[src/rtl/asp_pkg.sv]
// Shared types, codes and a helper function of the affine span shader.
package asp_pkg;

  localparam logic [1:0] FUNC_VERTEX = 2'd0;
  localparam logic [1:0] FUNC_TEXEL  = 2'd1;
  localparam logic [1:0] FUNC_SPAN   = 2'd2;

  localparam logic [2:0] REG_RENDER_MODE   = 3'd0;
  localparam logic [2:0] REG_FLAT_COLOR    = 3'd1;
  localparam logic [2:0] REG_FACE_BRIGHT   = 3'd2;
  localparam logic [2:0] REG_TEX_ROW_SHIFT = 3'd3;
  localparam logic [2:0] REG_TEX_U_MASK    = 3'd4;
  localparam logic [2:0] REG_TEX_V_MASK    = 3'd5;
  localparam logic [2:0] REG_SCREEN_WIDTH  = 3'd6;

  localparam logic [3:0] MUL_NONE = 4'd0;
  localparam logic [3:0] MUL_D1   = 4'd1;
  localparam logic [3:0] MUL_D2   = 4'd2;
  localparam logic [3:0] MUL_W0A  = 4'd3;
  localparam logic [3:0] MUL_W0B  = 4'd4;
  localparam logic [3:0] MUL_W1A  = 4'd5;
  localparam logic [3:0] MUL_W1B  = 4'd6;
  localparam logic [3:0] MUL_STEP = 4'd7;
  localparam logic [3:0] MUL_WLO  = 4'd8;
  localparam logic [3:0] MUL_WHI  = 4'd9;

  localparam logic [2:0] ACC_NONE  = 3'd0;
  localparam logic [2:0] ACC_LOAD  = 3'd1;
  localparam logic [2:0] ACC_ADD   = 3'd2;
  localparam logic [2:0] ACC_SUB   = 3'd3;
  localparam logic [2:0] ACC_ADDHI = 3'd4;

  localparam logic [2:0] ST_NONE  = 3'd0;
  localparam logic [2:0] ST_DENOM = 3'd1;
  localparam logic [2:0] ST_W0    = 3'd2;
  localparam logic [2:0] ST_W1    = 3'd3;
  localparam logic [2:0] ST_W2    = 3'd4;
  localparam logic [2:0] ST_STEP  = 3'd5;
  localparam logic [2:0] ST_ACCUM = 3'd6;

  localparam logic [23:0] HILIT_COLOR = 24'hDDAACC;

  typedef struct packed {
    logic       load_vtx;
    logic       write_tex;
    logic       load_span;
    logic [3:0] mul_op;
    logic [1:0] vtx;
    logic [1:0] attr;
    logic [2:0] acc_op;
    logic [2:0] store_op;
    logic       div_start;
    logic       pix_issue;
    logic       pix_last;
  } cmd_t;

  typedef struct packed {
    logic        span_empty;
    logic        denom_zero;
    logic        div_done;
    logic [12:0] span_len;
  } status_t;

  function automatic logic [23:0] scale_bri(input logic [23:0] c, input logic [31:0] b);
    logic [31:0] rb;
    logic [31:0] rg;
    logic [31:0] r;
    rb = {8'b0, c & 24'hFF00FF} * b;
    rg = {8'b0, c & 24'h00FF00} * b;
    r  = (rb & 32'hFF00FF00) | (rg & 32'h00FF0000);
    return r[31:8];
  endfunction

endpackage

[src/rtl/asp_ctrl.sv]
// Controller: sequences vertex and texel loads, span setup, divisions and pixel issue.
module asp_ctrl #(
  parameter int MAX_SPAN = 64
) (
  input  logic             clk,
  input  logic             rst,
  input  logic             start,
  input  logic [1:0]       func,
  output logic             busy,
  output asp_pkg::cmd_t    cmd,
  input  asp_pkg::status_t status
);
  import asp_pkg::*;

  localparam int KW = (MAX_SPAN > 1) ? $clog2(MAX_SPAN) : 1;

  localparam logic [2:0] S_IDLE = 3'd0;
  localparam logic [2:0] S_GEO  = 3'd1;
  localparam logic [2:0] S_SNUM = 3'd2;
  localparam logic [2:0] S_SDIV = 3'd3;
  localparam logic [2:0] S_ANUM = 3'd4;
  localparam logic [2:0] S_ADIV = 3'd5;
  localparam logic [2:0] S_PIX  = 3'd6;

  logic [2:0]    state, state_next;
  logic [3:0]    cnt, cnt_next;
  logic [1:0]    attr, attr_next;
  logic [KW-1:0] k, k_next;
  logic          accept;
  logic [12:0]   n_eff;
  logic          pix_end;

  assign accept = start && !busy;
  assign busy = state != S_IDLE;
  assign n_eff = (status.span_len > 13'(MAX_SPAN)) ? 13'(MAX_SPAN) : status.span_len;
  assign pix_end = {{(13 - KW){1'b0}}, k} == n_eff - 13'd1;

  always_comb begin
    cmd = '0;
    state_next = state;
    cnt_next = cnt + 4'd1;
    attr_next = attr;
    k_next = k;
    cmd.attr = attr;
    case (state)
      S_IDLE: begin
        cnt_next = '0;
        cmd.load_vtx = accept && func == FUNC_VERTEX;
        cmd.write_tex = accept && func == FUNC_TEXEL;
        cmd.load_span = accept && func == FUNC_SPAN;
        if (cmd.load_span) begin
          state_next = S_GEO;
        end
      end
      S_GEO: begin
        case (cnt)
          4'd0: cmd.mul_op = MUL_D1;
          4'd1: begin cmd.mul_op = MUL_D2; cmd.acc_op = ACC_LOAD; end
          4'd2: begin cmd.mul_op = MUL_W0A; cmd.acc_op = ACC_SUB; end
          4'd3: begin
            cmd.mul_op = MUL_W0B; cmd.acc_op = ACC_LOAD; cmd.store_op = ST_DENOM;
          end
          4'd4: begin cmd.mul_op = MUL_W1A; cmd.acc_op = ACC_SUB; end
          4'd5: begin
            cmd.mul_op = MUL_W1B; cmd.acc_op = ACC_LOAD; cmd.store_op = ST_W0;
          end
          4'd6: cmd.acc_op = ACC_SUB;
          4'd7: cmd.store_op = ST_W1;
          default: cmd.store_op = ST_W2;
        endcase
        if (cnt == 4'd0 && status.span_empty) begin
          state_next = S_IDLE;
        end else if (cnt == 4'd8) begin
          cnt_next = '0;
          attr_next = '0;
          state_next = status.denom_zero ? S_IDLE : S_SNUM;
        end
      end
      S_SNUM: begin
        cmd.vtx = cnt[1:0];
        case (cnt)
          4'd0: cmd.mul_op = MUL_STEP;
          4'd1: begin cmd.mul_op = MUL_STEP; cmd.acc_op = ACC_LOAD; end
          4'd2: begin cmd.mul_op = MUL_STEP; cmd.acc_op = ACC_ADD; end
          4'd3: cmd.acc_op = ACC_ADD;
          default: begin
            cmd.div_start = 1'b1;
            state_next = S_SDIV;
          end
        endcase
      end
      S_SDIV: begin
        cmd.store_op = ST_STEP;
        cnt_next = '0;
        if (status.div_done) begin
          state_next = S_ANUM;
        end
      end
      S_ANUM: begin
        cmd.vtx = cnt[2:1];
        case (cnt)
          4'd0: cmd.mul_op = MUL_WLO;
          4'd1: begin cmd.mul_op = MUL_WHI; cmd.acc_op = ACC_LOAD; end
          4'd2: begin cmd.mul_op = MUL_WLO; cmd.acc_op = ACC_ADDHI; end
          4'd3: begin cmd.mul_op = MUL_WHI; cmd.acc_op = ACC_ADD; end
          4'd4: begin cmd.mul_op = MUL_WLO; cmd.acc_op = ACC_ADDHI; end
          4'd5: begin cmd.mul_op = MUL_WHI; cmd.acc_op = ACC_ADD; end
          4'd6: cmd.acc_op = ACC_ADDHI;
          default: begin
            cmd.div_start = 1'b1;
            state_next = S_ADIV;
          end
        endcase
      end
      S_ADIV: begin
        cmd.store_op = ST_ACCUM;
        cnt_next = '0;
        k_next = '0;
        if (status.div_done) begin
          if (attr == 2'd2) begin
            state_next = S_PIX;
          end else begin
            attr_next = attr + 2'd1;
            state_next = S_SNUM;
          end
        end
      end
      S_PIX: begin
        cmd.pix_issue = 1'b1;
        cmd.pix_last = pix_end;
        k_next = k + KW'(1);
        if (pix_end) begin
          state_next = S_IDLE;
        end
      end
      default: state_next = S_IDLE;
    endcase
  end

  always_ff @(posedge clk) begin
    if (rst) begin
      state <= S_IDLE;
      cnt <= '0;
      attr <= '0;
      k <= '0;
    end else begin
      state <= state_next;
      cnt <= cnt_next;
      attr <= attr_next;
      k <= k_next;
    end
  end

  a_span_enters_setup: assert property (@(posedge clk) disable iff (rst)
    cmd.load_span |=> state == S_GEO)
    else $error("span request did not enter setup");

  a_last_pixel_ends: assert property (@(posedge clk) disable iff (rst)
    cmd.pix_last |=> state == S_IDLE)
    else $error("controller stayed busy after the last pixel");

  a_step_div_moves_on: assert property (@(posedge clk) disable iff (rst)
    (state == S_SDIV && status.div_done) |=> (state == S_ANUM && cnt == 4'd0))
    else $error("step division did not hand over to start value numerator");

  a_div_not_instant: assert property (@(posedge clk) disable iff (rst)
    cmd.div_start |=> !status.div_done)
    else $error("division finished in one cycle");

endmodule

[config.mk]
export PLATFORM = sky130hd
export DESIGN_NAME = asp_ctrl
export DESIGN_NICKNAME = d
export VERILOG_FILES = /design/src/rtl/asp_pkg.sv /design/src/rtl/asp_ctrl.sv
export SDC_FILE = /design/constraint.sdc
export NUM_CORES = 1
export LEC_CHECK = 0
export ABC_CLOCK_PERIOD_IN_PS = 4100
export BUFFER_PORTS_ARGS = -buffer_cell sky130_fd_sc_hd__buf_2
export CAP_MARGIN = 20
export CORE_AREA = 4 4 81 83
export DETAILED_ROUTE_END_ITERATION = 8
export DIE_AREA = 0 0 85 87
export PLACE_DENSITY = 0.5
export SYNTH_ARGS = -nofsm -noshare
export SYNTH_HDL_FRONTEND = slang
export SYNTH_SLANG_ARGS = --single-unit
[constraint.sdc]
create_clock -name clk -period 4.1 [get_ports clk]
set_input_delay 0.82 -clock clk [delete_from_list [all_inputs] [get_ports clk]]
set_output_delay 0.82 -clock clk [all_outputs]
set_load 0.02 [all_outputs]
======== Yosys cells after proc, flatten, opt, wreduce, memory -nomap -nowiden ========
Index checks and enable logic that the tools add are counted.
storage, ports and cells
  flip-flop bits (word level) ............. 15
  input port bits ......................... 21
  logic and storage cells ................. 98
operators by class
  $add $sub $neg .......................... 4
  $lt $le $gt $ge ......................... 1
  equality and inequality tests ........... 28
  multiplexer cells ....................... 37
  reductions and logical operators ........ 24
operators with widths
  operator                 count
  $mux W3                  11
  $pmux W3 S3              3
  $pmux W3 S7              1
  $ne A2 B2 Y1 const B     9
  $pmux W3 S6              1
  $eq A4 B3 Y1 const B     4
  $pmux W2 S2              4
  $pmux W4 S2              2
  $reduce_or A3 Y1         5
  $eq A6 B13 Y1            1
  $gt A13 B7 Y1 const B    1
  $mux W13                 1
  $sub A13 B1 Y13 const B  1
  $mux W2                  6
  $pmux W3 S4              1
  $pmux W4 S3              1
  $pmux W6 S2              1
  $eq A3 B3 Y1 const B     3
  $eq A4 B2 Y1 const B     2
  $mux W4                  2
  $reduce_and A7 Y1        1
  $reduce_or A7 Y1         1
  $add A6 B1 Y6 const B    1
  $eq A3 B2 Y1 const B     2
  21 further kinds         29

======== Depth between registers and ports, before layout ========
Gate-level depths: netlist of run 1.
  word-level depth ........................ 6
  mapped depth ............................ 11
  mapped depth without buffers ............ 10

======== Worst setup path before layout of run 1 ========
OpenSTA, ideal clock, no wires.
  path kind ............................... input-to-output
  start point ............................. in status[9] (netlist bit)
  end point ............................... out cmd[0] (netlist bit)
  arrival ................................. 3318 ps
  path slack .............................. -38 ps
  stages .................................. 10
  buffers on the path ..................... 1
  path through ............................ nor4_4 -> and2_1 -> nand2_1 -> ha_1 -> clkbuf_1 -> and4bb_2 -> o2111a_1 -> a221oi_2 -> nand4b_1 -> a211oi_1
RTL lines
  item                line            text
  start: declaration  asp_ctrl.sv:11  input asp_pkg::status_t status
  end: declaration    asp_ctrl.sv:10  output asp_pkg::cmd_t cmd,

==> results.md, run 1 <==
- Startpoint Class: input port
- Power density cells: 229.7 nW/µm²
- WS Path Type: input port to primary output
- Max Cap Viol: 0
- Yosys cell types: 56
- Share of cells above drive strength 1: 24.01%
- R2R setup slack: 1.78 ns
- Switching power share of the total: 38.44%
- Crit end category: primary output
- CTS tree: done
- Post-CTS Setup Bufs: 0
- Drt first-iter violations: 153
- Crit path launch: status[9]
- # hold bufs at CTS: 0
- I/O Pins: 42
- Post-DP HPWL: 3758 µm
- Asr flop ratio synth: 0%
- Min Tclk post-route: 3.851 ns
- Worst R2R Path Depth: 8
- RSZ-0062 raised after global routing: no
- Total Power: 465.2 µW
- Status: complete, no violations
- Mapped cell area: 1700 µm²
- Flop pwr share: 37.6%
- Post-synthesis sequential area ratio: 17.66%
- Worst Path Required: 3.28 ns
- Cell Rows: 28
- Fin Clk Skew: 0.007495 ns
- Endpoints failing setup: 0
- Worst hold start: k[5]$_SDFFE_PP0P_
- Slew @ Worst Pin: 0.7201 ns
- Clk sink count: 15
- Total of fill cells in the finished design: 643
- Post-Syn Instances: 243
- Final wirelength: 4874 µm
- WP data arrival: 3.03 ns
- Cell internal pwr: 286.4 µW
- Pins Over Slew Limit: 0
- Gpl congestion: 0.8184
- YS warnings: 0
- Die area: 7395 µm²
- GR Util All Layers: 13.16%
- H-tree Lvls: 1
- Die span in y: 87 µm
- Maximum clock insertion buffer count: 2
- Pin count of the biggest net entering global routing: 24
- Slew headroom: 51.93%
- CP cell instances: buf_2, nor4_4, and2_1, nand2_1, ha_1, buf_4, o21ba_2, o21ai_0, a211oi_1, nand4b_1, a211oi_2, buf_2
- Area delta synth->final: 19.13%
- Part of the power in the clock network: 27.0%
- Number of buffers and inverters on the critical path: 3
- Port-buffer cells: 41
- Slowest stage delay, CP: 0.26 ns
- Util after Layout: 34.62%
- Crit-path leading delay family: simple AND/OR/NAND/NOR gates
- Diode count: 0
- CTS buffer count: 3
- Max FO, Critical Path: 4
- Area of the multi-input gates: 1310 µm²
- Top_reg_cell synth: dfxtp_1
- Peak supply drop: 0.0001277 V
- EDFF count, synth: 0
- Clk root buf: clkbuf_8
- Fin. Hold Viols: 0
- Vias per cell: 5.359
- Final Net Count: 308
- DIE WIDTH: 85 µm
- Wire per inst: 13.77 µm
- Remaining DRCs: 0
- FF-to-FF Start: cnt[0]$_SDFF_PP0_
- FF+latch area: 300.3 µm²
- ANT nets after route: 0
- Starting Density: 29.06%
- Grt ovf: 0
- Vias in the first global route: 1792
- Post-CTS resize count: 0
- Seq cells post-synth: 15
- Total number of vias: 1897
- Comb power frac: 35.4%
- TNS Setup: 0 ns
- First-pass DRT Iterations: 4
- First-pass GRT wire length: 8183 µm
- Clock insertion delay at the later pin of the skew report: 0.25 ns
- Fin crit share: 93.94%
- Final setup margin: 0.2485 ns
- WP depth: 12
- Core footprint: 5851 µm²
- Fmax: 259.6 MHz
- Design area: 2026 µm²
- Critical path's slowest cell: nor4_4
- Post-Place Worst Slack: 0.2238 ns
- Post-Syn Nets: 271
- Initial antenna violation count: 0
- Clock slew at reported path FFs: 0.07 ns
- Hold Path Depth: 2
- Cell mode on critical path: buf_2
- DP Area: 1977 µm²
- Worst Hold Class: flop to flop
- Average footprint of a synthesized cell: 6.997 µm²
- Pleak: 0.7827 nW
- Switching pwr: 178.8 µW
==> synthesized netlist by cell type, types with 8 or more instances <==
master     n  area share (%)
nand2b_1   8             2.9
a21oi_1   25             7.4
dfxtp_1   15              18
o21ai_0   14             4.1
nor3_1     9             2.6
nand3_1    9             2.6
inv_1      8             1.8
nor2_1    23             5.1
nand2_1   23             5.1
clkbuf_1  10             2.2
==> cell type report <==
type | count | area share, %
clock buffer | 3 | 2.038
inverter | 10 | 1.853
multi-input combinational | 205 | 64.67
timing repair buffer | 45 | 11.61
clock inverter | 1 | 0.3706
sequential | 15 | 14.82
tap | 75 | 4.632
==> state kept, by name, summed over array words and instances (netlist names) <==
register,flops
attr,2
cnt,4
state,3
k,6
==> cells in the final DEF (no fill, tap or decap), types with 8 or more instances in the layout <==
cell      netlist  final
nor3_1          9      9
inv_1           8      8
nor2_1         23     23
nand2_1        23     23
a21oi_1        25     25
o21ai_0        14     14
buf_2           1     41
nand2b_1        8      8
dfxtp_1        15     15
nand3_1         9      9
==> kinds of logic (layout without fill, tap and decap cells) <==
kind of cell | count (synthesis) | after routing | share of synthesized area, %
simple gates | 119 | 119 | 39.59
compound gates | 71 | 71 | 27.52
buf+inv | 23 | 59 | 5.592
flops | 15 | 15 | 17.66
fa+ha+maj | 7 | 7 | 5.151
xor+xnor | 4 | 4 | 2.061
mux | 4 | 4 | 2.428
==> per-layer routing <==
metal	up-vias	GRT usage [%]	wire length (µm)
met4	0	3.022	52
met3	4	1.987	176
met5	-	0	0
met2	45	21.33	2242
met1	880	18.37	2402
li1	968	-	-
==> worst paths after layout <==
path	endpoint
setup / recovery	cmd[0]
hold reg to reg	k[5]$_SDFFE_PP0P_
setup reg to reg	state[1]$_SDFFE_PP0P_
hold / removal	k[5]$_SDFFE_PP0P_
==> worst min-delay path: stages (launching register included) <==
cell,delay [ns]
dfxtp_1,0.33
o211ai_1,0.08
a21oi_1,0.06
==> per-stage QoR <==
step,hold slack [ns],cells
final,0.5211,354
after global routing,0.5855,354
after CTS,0.5324,354
after detailed placement,0.5215,350
after global placement,0.5124,350
after floorplan,0.4859,243
==> power by group through the flow <==
| stage | clock [mW] | sequential, mW | combinational (mW) |
|---|---|---|---|
| after global placement | 0 | 0.178 | 0.165 |
| after CTS | 0.132 | 0.175 | 0.165 |
| final | 0.126 | 0.175 | 0.165 |
| after detailed placement | 0 | 0.178 | 0.164 |
| after floorplan | 0 | 0.162 | 0.126 |
| after global routing | 0.139 | 0.177 | 0.182 |
Power figures use the tool's default switching activity.
==> inputs of run 2 (changes only) <==
- ABC_CLOCK_PERIOD_IN_PS: 4100 -> 3820
- clock period: 4.1 -> 3.82 ns (I/O delays scaled with it)
==> run 2 against run 1 <==
Net effect:
- cell area up 0.99%
- final cell count up 0.28%
- flip-flop and latch count unchanged
- global-route usage up 0.41 points
- sequential share of layout area down 0.15 points
- utilization up 0.34 points
- clock-buffer cell count unchanged
- wire length up 0.49%
- die area unchanged
- critical endpoint unchanged
==> results.md, run 2 (synthesized netlist as in run 1, its figures left out) <==
- Starting Density: 29.06% (unchanged)
- Power density cells: 243.8 nW/µm² (was 229.7 nW/µm²)
- Cell Rows: 28 (unchanged)
- Critical Path End: cmd[0] (unchanged)
- Slowest stage delay, CP: 0.29 ns (was 0.26 ns)
- Drt first-iter violations: 134 (was 153)
- Final wirelength: 4898 µm (was 4874 µm)
- Switching pwr: 190.6 µW (was 178.8 µW)
- Slew @ Worst Pin: 0.7171 ns (was 0.7201 ns)
- Final Net Count: 309 (was 308)
- WP depth: 11 (was 12)
- Part of the power in the clock network: 26.8% (was 27.0%)
- WS Path Type: input port to primary output (unchanged)
- Status: complete, no violations (unchanged)
- ANT nets after route: 0 (unchanged)
- Grt ovf: 0 (unchanged)
- Post-CTS Setup Bufs: 0 (unchanged)
- Min Tclk post-route: 3.675 ns
- Core footprint: 5851 µm² (unchanged)
- GR Util All Layers: 13.57% (was 13.16%)
- WP data arrival: 2.91 ns (was 3.03 ns)
- Non-Filler Instances: 355 (was 354)
- Initial antenna violation count: 0 (unchanged)
- Switching power share of the total: 38.21% (was 38.44%)
- Wire per inst: 13.80 µm (was 13.77 µm)
- Maximum clock insertion buffer count: 2 (unchanged)
- DIE WIDTH: 85 µm (unchanged)
- Die area: 7395 µm² (unchanged)
- Pins Over Slew Limit: 0 (unchanged)
- Fin crit share: 96.21%
- CTS tree: done (unchanged)
- Worst Path Required: 3.06 ns (was 3.28 ns)
- Worst R2R Path Depth: 8 (unchanged)
- Fin. Hold Viols: 0 (unchanged)
- Largest register FFs: 6 (unchanged)
- CP cell instances: buf_2, nor4_4, and2_4, nand2_1, ha_2, and4bb_2, o2111a_1, a221oi_2, nand4b_1, a211oi_4, buf_4 (was buf_2, nor4_4, and2_1, nand2_1, ha_1, buf_4, o21ba_2, o21ai_0, a211oi_1, nand4b_1, a211oi_2, buf_2)
- Crit path launch: status[7] (was status[9])
- Vias per cell: 5.358 (was 5.359)
- Comb power frac: 37.1% (was 35.4%)
- Critical path's slowest cell: nor4_4 (unchanged)
- Largest regs: k: 6 flops, cnt: 4 flops, state: 3 flops (unchanged)
- Endpoints failing setup: 0 (unchanged)
- Number of buffers and inverters on the critical path: 2 (was 3)
- # hold bufs at CTS: 0 (unchanged)
- Gpl congestion: 0.8516 (was 0.8184)
- Startpoint Class: input port (unchanged)
- Slew headroom: 52.13% (was 51.93%)
- R2R Path End: state[1]$_SDFFE_PP0P_ (unchanged)
- Total of fill cells in the finished design: 652 (was 643)
- First-pass DRT Iterations: 4 (unchanged)
- Most frequent cells in the layout: buf_2 (40), a21oi_1 (25), nand2_1 (23), nor2_1 (23), dfxtp_1 (15) (was buf_2 (41), a21oi_1 (25), nand2_1 (23), nor2_1 (23), dfxtp_1 (15))
- Clock insertion delay at the later pin of the skew report: 0.25 ns (about the same)
- Fmax: 272.1 MHz
- Util after Layout: 34.97% (was 34.62%)
- Die span in y: 87 µm (unchanged)
- Crit end category: primary output (unchanged)
- FF-to-FF Start: cnt[0]$_SDFF_PP0_ (unchanged)
- Area delta synth->final: 20.31% (was 19.13%)
- Clk root buf: clkbuf_8 (unchanged)
- Pleak: 0.7921 nW (was 0.7827 nW)
- Worst Hold Class: flop to flop (unchanged)
- Largest Register: k (unchanged)
- Crit-path leading delay family: simple AND/OR/NAND/NOR gates (unchanged)
- Port-buffer cells: 41 (unchanged)
- Diode count: 0 (unchanged)
- Post-DP HPWL: 3764 µm (was 3758 µm)
- Remaining DRCs: 0 (unchanged)
- Max Cap Viol: 0 (unchanged)
- Cell internal pwr: 308.1 µW (was 286.4 µW)
- Share of cells above drive strength 1: 25.00% (was 24.01%)
- Dpl cells: 351 (was 350)
- First-pass GRT wire length: 8514 µm (was 8183 µm)
- I/O Pins: 42 (unchanged)
- Clk sink count: 15 (unchanged)
- H-tree Lvls: 1 (unchanged)
- Vias in the first global route: 1815 (was 1792)
- Flop pwr share: 36.1% (was 37.6%)
- Pin count of the biggest net entering global routing: 24 (unchanged)
- Max FO, Critical Path: 6 (was 4)
- Most common cell after layout, fill and taps aside: buf_2 (unchanged)
- Clock slew at reported path FFs: 0.07 ns (about the same)
- R2R setup slack: 1.56 ns (was 1.78 ns)
- CTS buffer count: 3 (unchanged)
- Peak supply drop: 0.0001131 V (was 0.0001277 V)
- Fin Clk Skew: 0.002101 ns (was 0.007495 ns)
- Total number of vias: 1902 (was 1897)
run 2: changes by cell type in the layout (fill, tap and decap cells not counted), sizes merged:
cell,change
buf,+1
clkinv,+1
clkinvlp,-1
run 2: worst min path at each step:
stage | from | endpoint | slack (ns) | cells after the start
3_5_place_dp | k[5]$_SDFFE_PP0P_ | k[5]$_SDFFE_PP0P_ | 0.53 | 2
4_1_cts | k[5]$_SDFFE_PP0P_ | k[5]$_SDFFE_PP0P_ | 0.53 | 2
5_1_grt | k[5]$_SDFFE_PP0P_ | k[5]$_SDFFE_PP0P_ | 0.57 | 2
2_1_floorplan | k[5]$_SDFFE_PP0P_ | k[5]$_SDFFE_PP0P_ | 0.49 | 2
3_3_place_gp | k[5]$_SDFFE_PP0P_ | k[5]$_SDFFE_PP0P_ | 0.51 | 2
6_report | k[5]$_SDFFE_PP0P_ | k[5]$_SDFFE_PP0P_ | 0.53 | 2
run 2: per-layer routing:
layer  track usage, %  wire length (µm)
met1            19.42              2387
met2            21.68              2218
met3            1.703               247
met4            3.022                44
met5                0                 0
run 2: layout make-up:
class | instances | area [µm²] | share of cell area [%]
multi-input combinational | 205 | 1323 | 64.65
sequential | 15 | 300.3 | 14.68
timing repair buffer | 46 | 245.2 | 11.99
tap | 75 | 93.84 | 4.587
clock buffer | 3 | 41.29 | 2.018
inverter | 10 | 37.54 | 1.835
clock inverter | 1 | 5.005 | 0.2446
run 2: through the flow:
stage                     setup TNS [ns]  power [mW]  setup slack [ns]  cell area, µm²  hold slack (ns)
after floorplan                        0      0.3093           0.03243            1713           0.4859
after global placement                 0      0.3704            0.1014            1992           0.5074
after detailed placement               0      0.3684           0.03875            1992           0.5266
after CTS                              0      0.5064           0.03051            2038           0.5342
after global routing           -0.009774      0.5370         -0.009774            2046           0.5680
final                                  0      0.4987            0.1448            2046           0.5317
run 2: worst register-to-register path, stage by stage, from the launching register on:
cell      delay (ns)
dfxtp_1         0.37
inv_1           0.10
ha_1            0.31
or4_1           0.61
nand3b_1        0.14
nand4_1         0.10
a32oi_1         0.27
a211oi_1        0.07
nor3_1          0.19
run 2: what timing repair did:
item | CTS | global route
hold endpoints to repair | 0 | 0
setup endpoints to repair | 0 | 1
resized for setup | 0 | 3
run 2: power groups by stage:
stage                     Sequential, mW  Clock, mW  Combinational (mW)
after floorplan                    0.174          0               0.135
after global placement             0.184          0               0.187
final                              0.180      0.134               0.185
after detailed placement           0.184          0               0.185
after CTS                          0.180      0.141               0.185
after global routing               0.182      0.148               0.207
==> inputs of run 3 (changes only) <==
- CORE_AREA: 4 4 81 83 -> 4 4 88 90
- CTS_CLUSTER_SIZE: not set -> 28
- DIE_AREA: 0 0 85 87 -> 0 0 92 94
- PLACE_DENSITY: 0.5 -> 0.44
==> run 3 against run 2 <==
Net effect:
- flip-flop and latch count is the same
- clock skew increased by 0.0019 ns
- critical path depth stayed put
- clock power is 4% lower
- power down 0.59%
- clock-buffer cell count stayed put
- sequential share of layout area is 0.29 points lower
- non-clock buffer count up 1
==> results.md, run 3 (synthesized netlist as in run 1, its figures left out) <==
- Status: complete, no violations (unchanged)
- I/O Pins: 42 (unchanged)
- Startpoint Class: input port (unchanged)
- Post-Place Worst Slack: 0.01482 ns (was 0.03875 ns)
- Final setup margin: 0.1579 ns (was 0.1448 ns)
- First-pass GRT wire length: 8728 µm (was 8514 µm)
- WP data arrival: 2.90 ns (was 2.91 ns)
- Pin count of the biggest net entering global routing: 24 (unchanged)
- Fin crit share: 95.87% (was 96.21%)
- Crit path launch: status[7] (unchanged)
- Total number of vias: 1876 (was 1902)
- Slew @ Worst Pin: 0.7011 ns (was 0.7171 ns)
- Clock insertion delay at the later pin of the skew report: 0.25 ns (about the same)
- Comb power frac: 37.7% (was 37.1%)
- FF-to-FF Start: cnt[0]$_SDFF_PP0_ (unchanged)
- Grt ovf: 0 (unchanged)
- # hold bufs at CTS: 0 (unchanged)
- Initial antenna violation count: 0 (unchanged)
- Switching power share of the total: 37.77% (was 38.21%)
- Switching pwr: 187.2 µW (was 190.6 µW)
- Cell internal pwr: 308.5 µW (was 308.1 µW)
- Max Cap Viol: 0 (unchanged)
- Core footprint: 7059 µm² (was 5851 µm²)
- Area delta synth->final: 22.74% (was 20.31%)
- Gpl congestion: 0.8087 (was 0.8516)
- CTS buffer count: 3 (unchanged)
- Critical Path End: cmd[0] (unchanged)
- R2R Path End: state[1]$_SDFFE_PP0P_ (unchanged)
- Worst Path Required: 3.06 ns (about the same)
- DIE WIDTH: 92 µm (was 85 µm)
- Peak supply drop: 0.00009150 V (was 0.0001131 V)
- Clk root buf: clkbuf_8 (unchanged)
- Fin. Hold Viols: 0 (unchanged)
- Wire per inst: 13.47 µm (was 13.80 µm)
- Remaining DRCs: 0 (unchanged)
- Share of cells above drive strength 1: 25.27% (was 25.00%)
- Total of fill cells in the finished design: 819 (was 652)
- FF+latch area: 300.3 µm² (unchanged)
- Power density cells: 237.5 nW/µm² (was 243.8 nW/µm²)
- Largest regs: k: 6 flops, cnt: 4 flops, state: 3 flops (unchanged)
- Util after Layout: 29.56% (was 34.97%)
- Worst R2R Path Depth: 8 (unchanged)
- Dpl cells: 375 (was 351)
- Worst Hold Class: flop to flop (unchanged)
- Drt first-iter violations: 93 (was 134)
- Maximum clock insertion buffer count: 2 (unchanged)
- Most frequent cells in the layout: buf_2 (40), a21oi_1 (25), nand2_1 (23), nor2_1 (23), dfxtp_1 (15) (unchanged)
- CTS tree: done (unchanged)
- Most common cell after layout, fill and taps aside: buf_2 (unchanged)
- Non-Filler Instances: 380 (was 355)
- GR Util All Layers: 12.12% (was 13.57%)
- Vias in the first global route: 1820 (was 1815)
- Max FO, Critical Path: 7 (was 6)
- Die span in y: 94 µm (was 87 µm)
- Clock slew at reported path FFs: 0.06 ns (was 0.07 ns)
- First-pass DRT Iterations: 4 (unchanged)
- Post-DP HPWL: 3889 µm (was 3764 µm)
- Cell Rows: 31 (was 28)
- TNS Setup: 0 ns (unchanged)
- Part of the power in the clock network: 25.9% (was 26.8%)
- Pleak: 0.7981 nW (was 0.7921 nW)
- Largest Register: k (unchanged)
- Clk sink count: 15 (unchanged)
- Vias per cell: 4.937 (was 5.358)
- Endpoints failing setup: 0 (unchanged)
- Diode count: 0 (unchanged)
- Pins Over Slew Limit: 0 (unchanged)
- Final Net Count: 310 (was 309)
- Min Tclk post-route: 3.662 ns (was 3.675 ns)
- RSZ-0062 raised after global routing: no
- Largest register FFs: 6 (unchanged)
- Area of the multi-input gates: 1323 µm² (unchanged)
- ANT nets after route: 0 (unchanged)
- WS Path Type: input port to primary output (unchanged)
- Port-buffer cells: 41 (unchanged)
- Die area: 8648 µm² (was 7395 µm²)
- R2R setup slack: 1.52 ns (was 1.56 ns)
- Worst hold slack: 0.5212 ns (was 0.5317 ns)
- Flop pwr share: 36.3% (was 36.1%)
- Slew headroom: 53.19% (was 52.13%)
- H-tree Lvls: 1 (unchanged)
- Fin Clk Skew: 0.004015 ns (was 0.002101 ns)
- Crit end category: primary output (unchanged)
- Starting Density: 24.09% (was 29.06%)
- Final wirelength: 5119 µm (was 4898 µm)
- Fmax: 273.1 MHz (was 272.1 MHz)
==> run 3: how the worst min path moves through the flow <==
| stage | cells past startpoint | start | endpoint | slack, ns |
|---|---|---|---|---|
| 2_1_floorplan | 2 | k[5]$_SDFFE_PP0P_ | k[5]$_SDFFE_PP0P_ | 0.49 |
| 3_3_place_gp | 2 | k[5]$_SDFFE_PP0P_ | k[5]$_SDFFE_PP0P_ | 0.52 |
| 3_5_place_dp | 2 | k[5]$_SDFFE_PP0P_ | k[5]$_SDFFE_PP0P_ | 0.52 |
| 4_1_cts | 2 | k[5]$_SDFFE_PP0P_ | k[5]$_SDFFE_PP0P_ | 0.53 |
| 5_1_grt | 2 | k[5]$_SDFFE_PP0P_ | k[5]$_SDFFE_PP0P_ | 0.55 |
| 6_report | 2 | k[5]$_SDFFE_PP0P_ | k[5]$_SDFFE_PP0P_ | 0.52 |
==> run 3: timing repair <==
action / CTS / global route
setup endpoints to repair: 0 / 1
resized for setup: 0 / 4
setup buffers: 0 / 1
==> run 3: routing by layer <==
layer,share of wire [%],wire length (µm),vias to the layer above,global-route usage (%)
li1,-,-,967,-
met1,50,2543,865,16.47
met4,0.70,36,0,2.970
met2,45,2322,42,20.38
met5,0,0,-,0
met3,4.2,217,2,1.442
==> run 3: metrics by stage <==
stage / power, mW / area [µm²]
floorplan: 0.3093 / 1713
global placement: 0.3724 / 2022
detailed placement: 0.3704 / 2022
CTS: 0.5041 / 2068
global route: 0.5372 / 2087
finish: 0.4957 / 2087
==> run 3: power groups by stage <==
stage | registers (mW) | logic, mW | clock network [mW]
finish | 0.180 | 0.187 | 0.128
global route | 0.182 | 0.212 | 0.143
CTS | 0.180 | 0.187 | 0.136
detailed placement | 0.184 | 0.186 | 0
global placement | 0.184 | 0.189 | 0
floorplan | 0.174 | 0.135 | 0
==> run 3: cell type report <==
| class | instances | share of cell area [%] |
|---|---|---|
| inverter | 10 | 1.799 |
| multi-input combinational | 205 | 63.37 |
| timing repair buffer | 47 | 12.29 |
| clock inverter | 1 | 0.2398 |
| sequential | 15 | 14.39 |
| tap | 99 | 5.935 |
| clock buffer | 3 | 1.978 |
==> run 3: worst max-delay path, stage by stage <==
cell	delay [ns]
buf_2	0.11
nor4_4	0.28
and2_4	0.20
nand2_1	0.06
ha_2	0.22
and4bb_2	0.24
o2111a_1	0.25
a221oi_2	0.20
nand4b_1	0.21
a211oi_4	0.22
buf_6	0.14
